==> src/hw/rtl/sbpa_pkg.sv <==
package sbpa_pkg;

    localparam int Bands = 32;
    localparam int Bins = 512;
    localparam int MagWidth = 24;
    localparam int BinAw = 9;
    localparam int EdgeAw = 6;
    localparam int BandAw = 5;
    localparam int LowEnd = Bands / 3;
    localparam int MidEnd = 2 * Bands / 3;

    typedef enum logic [1:0] {
        OP_LOAD = 2'd0,
        OP_EDGE = 2'd1,
        OP_FRAME = 2'd2,
        OP_NONE = 2'd3
    } t_op;

    localparam logic [2:0] REG_NOISE = 3'd0;
    localparam logic [2:0] REG_SENS = 3'd1;
    localparam logic [2:0] REG_LOW = 3'd2;
    localparam logic [2:0] REG_MID = 3'd3;
    localparam logic [2:0] REG_HIGH = 3'd4;
    localparam logic [2:0] REG_DECAY = 3'd5;
    localparam logic [2:0] REG_ALPHA = 3'd6;
    localparam logic [2:0] REG_CEIL = 3'd7;

    // Datapath micro-operations issued by the controller.
    typedef enum logic [3:0] {
        DP_IDLE,
        DP_SQ,
        DP_SQRT,
        DP_EDGE,
        DP_BAND,
        DP_SCALE,
        DP_PEAK,
        DP_SMOOTH,
        DP_DIV,
        DP_EMIT
    } t_dp_cmd;

    typedef struct packed {
        t_dp_cmd cmd;
        logic first;
    } t_cmd;

    // The last flag marks that the phase just finished worked on the final band.
    typedef struct packed {
        logic done;
        logic out_busy;
        logic last;
    } t_status;

endpackage

==> src/hw/rtl/sbpa_ctrl.sv <==
module sbpa_ctrl
    import sbpa_pkg::*;
(
    input  logic    i_clk,
    input  logic    i_rst_n,
    input  logic    i_start,
    input  t_status i_status,
    output t_cmd    o_cmd,
    output logic    o_busy
);

    typedef enum logic [3:0] {
        S_IDLE, S_SQ, S_SQRT, S_EDGE, S_BAND, S_SCALE, S_PEAK,
        S_SMOOTH, S_DIV, S_EMIT
    } t_state;

    t_state r_state;
    logic   r_first;

    // Each phase runs until the datapath reports done. The first band loop
    // forms all peaks; the second smooths and emits once the maximum is known.
    always_ff @(posedge i_clk) begin
        if (!i_rst_n) begin
            r_state <= S_IDLE;
            r_first <= 1'b0;
        end else begin
            r_first <= 1'b0;
            case (r_state)
                S_IDLE:   if (i_start) begin r_state <= S_SQ; r_first <= 1'b1; end
                S_SQ:     if (i_status.done) begin r_state <= S_SQRT; r_first <= 1'b1; end
                S_SQRT:   if (i_status.done) begin r_state <= S_EDGE; r_first <= 1'b1; end
                S_EDGE:   if (i_status.done) begin r_state <= S_BAND; r_first <= 1'b1; end
                S_BAND:   if (i_status.done) begin r_state <= S_SCALE; r_first <= 1'b1; end
                S_SCALE:  if (i_status.done) begin r_state <= S_PEAK; r_first <= 1'b1; end
                S_PEAK: begin
                    if (i_status.done) begin
                        r_state <= i_status.last ? S_SMOOTH : S_EDGE;
                        r_first <= 1'b1;
                    end
                end
                S_SMOOTH: if (i_status.done) begin r_state <= S_DIV; r_first <= 1'b1; end
                S_DIV:    if (i_status.done) begin r_state <= S_EMIT; r_first <= 1'b1; end
                S_EMIT: begin
                    if (i_status.done) begin
                        if (i_status.last) begin
                            r_state <= S_IDLE;
                        end else begin
                            r_state <= S_SMOOTH;
                            r_first <= 1'b1;
                        end
                    end
                end
                default: r_state <= S_IDLE;
            endcase
        end
    end

    always_comb begin
        o_cmd.first = r_first;
        case (r_state)
            S_SQ:     o_cmd.cmd = DP_SQ;
            S_SQRT:   o_cmd.cmd = DP_SQRT;
            S_EDGE:   o_cmd.cmd = DP_EDGE;
            S_BAND:   o_cmd.cmd = DP_BAND;
            S_SCALE:  o_cmd.cmd = DP_SCALE;
            S_PEAK:   o_cmd.cmd = DP_PEAK;
            S_SMOOTH: o_cmd.cmd = DP_SMOOTH;
            S_DIV:    o_cmd.cmd = DP_DIV;
            S_EMIT:   o_cmd.cmd = DP_EMIT;
            default:  o_cmd.cmd = DP_IDLE;
        endcase
    end

    assign o_busy = (r_state != S_IDLE) || i_status.out_busy;

endmodule

==> config.mk <==
export PLATFORM = sky130hd
export DESIGN_NAME = sbpa_ctrl
export DESIGN_NICKNAME = d
export VERILOG_FILES = /design/src/hw/rtl/sbpa_pkg.sv /design/src/hw/rtl/sbpa_ctrl.sv
export SDC_FILE = /design/constraint.sdc
export NUM_CORES = 1
export LEC_CHECK = 0
export BUFFER_PORTS_ARGS = -buffer_cell sky130_fd_sc_hd__buf_2
export CAP_MARGIN = 25
export CORE_MARGIN = 4
export CORE_UTILIZATION = 40
export DETAILED_ROUTE_END_ITERATION = 6
export SLEW_MARGIN = 30
export SYNTH_ARGS = -nofsm -noshare
export SYNTH_HDL_FRONTEND = slang
export SYNTH_SLANG_ARGS = --single-unit
==> constraint.sdc <==
create_clock -name i_clk -period 1.61 [get_ports i_clk]
set_input_delay 0.483 -clock i_clk [delete_from_list [all_inputs] [get_ports i_clk]]
set_output_delay 0.483 -clock i_clk [all_outputs]
set_load 0.05 [all_outputs]
==> metrics.log <==
[metrics] run status: finished, violations left
[metrics] failing checks: setup timing
[metrics] final estimated routing congestion in global placement: 0.7763
[metrics] library cell occupying the most area in the post-synthesis netlist: dfxtp_1
[metrics] busiest grt layer: met2
[metrics] Total Routing Usage GR: 13.54%
[metrics] class of the most critical setup path: flip-flop to primary output
[metrics] switching portion of total power: 45.60%
[metrics] power dissipated by switching net loads: 0.0005753 W
[metrics] clock skew: 0.004255 ns
[metrics] count of maximum capacitance violations: 0
[metrics] clock-pin slew of the registers on the worst-case setup and hold paths: 0.07 ns
[metrics] max-slew violation count: 0
[metrics] count of nets after finishing: 85
[metrics] number of resized instances in the post-cts repair step: 2
[metrics] WL/cell: 12.65 um
[metrics] primary flip-flop cell chosen by synthesis mapping: dfxtp_1
[metrics] leakage power summed over all cells: 0.2882 nW
[metrics] share of power burned in the clock network: 14.5%
[metrics] Die Span X: 44.51 um
[metrics] Mapped Avg Cell Area: 8.460 um^2
[metrics] CTS Root Cell: clkbuf_4
[metrics] Max FO, Critical Path: 2
[metrics] maximum number of pins on one net before global-route repair: 15
[metrics] vias after detailed routing: 514
[metrics] TritonCTS clock tree: done
[metrics] Post-CTS Hold Fix Bufs: 0
[metrics] cell area power density: 1947 nW/um^2
[metrics] final routed DRC violation total: 0
[metrics] measured slew at the worst slew-check pin: 0.2496 ns
[metrics] Area growth syn-to-layout: 21.60%
[metrics] Tightest Hold Check Type: input port to flip-flop
[metrics] relative max-transition margin: 83.48%
[metrics] cell area after synthesis: 533.0 um^2
[metrics] Initial Utilization: 44.94%
[metrics] buffers inserted by post-CTS timing repair: 0
[metrics] synthesized netlist cell count: 63
[metrics] via count of the first global-routing pass: 399
[metrics] Seq cells post-synth: 9
[metrics] post-layout utilization of the core: 54.64%
[metrics] instance count along the most critical hold path: 2
[metrics] Antenna Diode Count: 0
[metrics] proportion of synthesized flip-flops having asynchronous set or reset: 0%
[metrics] drt initial violations: 22
[metrics] Achievable Freq: 525.5 MHz
[metrics] CP Data Arrival Time: 1.42 ns
[metrics] Net Count, Synth: 69
[metrics] number of antenna violations at the first check in global routing: 0
[metrics] first-pass GRT wire length: 1849 um
[metrics] layout cells sized above 1: 33.33%
[metrics] H-tree depth: 1
[metrics] TritonCTS Buffers: 3
[metrics] Yosys top cell area share: 33.80%
[metrics] drt pass-1 iters: 4
[metrics] sequential fraction of design power: 24.9%
[metrics] number of endpoints with negative hold slack in the final report: 0
[metrics] # IOs: 12
[metrics] final number of setup-violating endpoints: 1
[metrics] cell row count: 12
[metrics] minimum clock period: 1.903 ns
[metrics] half-perimeter wire length after detailed placement: 833.9 um
[metrics] number of flops mapped to enable cells by yosys: 0
[metrics] Global Route met1 Usage: 16.87%
[metrics] Clock Sink Count: 9
[metrics] Die Outline Area: 1981 um^2
[metrics] worst setup slack after layout: -0.2928 ns
[metrics] die height: 44.51 um
[metrics] global routing met2 resource utilization: 18.34%
[metrics] count of synthesis-stage warnings from yosys: 0
[metrics] Floorplan Core Area: 1186 um^2
[metrics] ratio of final minimum period to clock period: 118.2%
[metrics] count of buffers from port buffering: 11
[metrics] register area share after synthesis: 33.80%
[metrics] highest ir drop seen on vdd: 0.8940 mV
[metrics] grt met3 use: 7.317%
[metrics] final antenna-violating net count: 0
[metrics] endpoint required time on the critical path: 1.13 ns
[metrics] post-detailed-route via-to-cell ratio: 5.587
[metrics] nature of the critical path endpoint: primary output
[metrics] internal power of the cells: 0.0006864 W
[metrics] setup repair after global routing missed its margin: yes
[metrics] clock latency reported for the late side of the worst-skew pair: 0.27 ns
[metrics] critical path launch point type: flip-flop
[metrics] leading post-synthesis cells by cell area: dfxtp_1 (34%), nand2_1 (4.2%), mux2i_1 (3.8%)
[metrics] leftover overflow at the end of global routing: 0
[metrics] Detailed Route WL: 1164 um
[metrics] buffers from clock root to sink, at most: 2
[metrics] share of total power in combinational logic: 60.6%
[metrics] Reg2Reg Depth: 5
[metrics] Setup WS pre-CTS: -0.1315 ns
[metrics] distinct cell type count after synthesis: 31
==> cell families after synthesis <==
family / synth area share (%)
AO/OA/AOI/OAI: 30.05
XOR/XNOR: 1.643
buffers and inverters: 7.510
flip-flops: 33.80
multiplexers: 3.756
AND/OR/NAND/NOR: 23.24
==> cells in the mapped netlist, drive strengths merged, types with 2 or more instances <==
| master | n |
|---|---|
| a21boi | 3 |
| a21oi | 3 |
| a31oi | 3 |
| buf | 5 |
| dfxtp | 9 |
| mux2i | 2 |
| nand2 | 6 |
| nand2b | 2 |
| nor2 | 6 |
| nor2b | 2 |
| nor3 | 2 |
| o211a | 2 |
| o21a | 2 |
| o21ai | 5 |
==> per-layer routing <==
layer / up-vias / wire length (um)
met5: - / 0
met4: 0 / 25
met3: 4 / 111
met2: 20 / 495
met1: 230 / 531
li1: 260 / -
==> path summary, 6_finish.rpt <==
check / from / endpoint / slack, ns
worst max register to register: r_state[3]$_SDFFE_PN0N_ / r_state[1]$_SDFFE_PN0N_ / 0.30
worst min register to register: r_state[2]$_SDFFE_PN0N_ / r_state[3]$_SDFFE_PN0N_ / 0.66
worst max-delay path: r_state[1]$_SDFFE_PN0N_ / o_busy / -0.29
worst min-delay path: i_rst_n / r_first$_SDFF_PN0_ / 0.51
==> sequential cells by signal (all words and copies together), names as in the netlist <==
register,count
r_first,1
o_cmd,4
r_state,4
==> through the flow <==
step | setup TNS [ns] | instance area (um^2) | instances | total power (W) | hold slack (ns)
floorplan | -0.06475 | 536.8 | 63 | 0.0009166 | 0.5572
global placement | -0.1263 | 610.6 | 88 | 0.001057 | 0.6453
detailed placement | -0.1315 | 610.6 | 88 | 0.001050 | 0.6505
CTS | -0.2942 | 643.1 | 92 | 0.001254 | 0.5063
global route | -0.3338 | 648.1 | 92 | 0.001348 | 0.5222
finish | -0.2928 | 648.1 | 92 | 0.001262 | 0.5121
==> cell type report <==
cell class | instances | area [um^2]
Timing Repair Buffer | 16 | 102.6
Tap cell | 14 | 17.52
Clock buffer | 4 | 26.28
Fill cell | 113 | 538.0
Inverter | 1 | 3.754
Multi-Input combinational cell | 48 | 316.6
Sequential cell | 9 | 181.4
==> power groups by stage <==
stage	registers, W	clock network, W	logic, W
6_report	0.000314	0.000183	0.000765
5_1_grt	0.000321	0.000203	0.000824
4_1_cts	0.000311	0.000189	0.000754
3_5_place_dp	0.000315	0	0.000736
3_3_place_gp	0.000313	0	0.000744
2_1_floorplan	0.000427	0	0.000489
==> worst max-delay path, cell delays in order, from the launching register on <==
cell,delay (ns)
dfxtp_2,0.32
or2_4,0.24
or4_4,0.42
buf_8,0.16
==> cells in the final DEF, fill, tap and decap left out, types with 3 or more instances in the layout <==
cell type,instances
a21oi_1,3
a31oi_1,3
buf_2,10
buf_4,5
clkbuf_4,3
dfxtp_1,8
nand2_1,6
nor2_1,5
No activity file was read; power rests on OpenSTA's default activity.
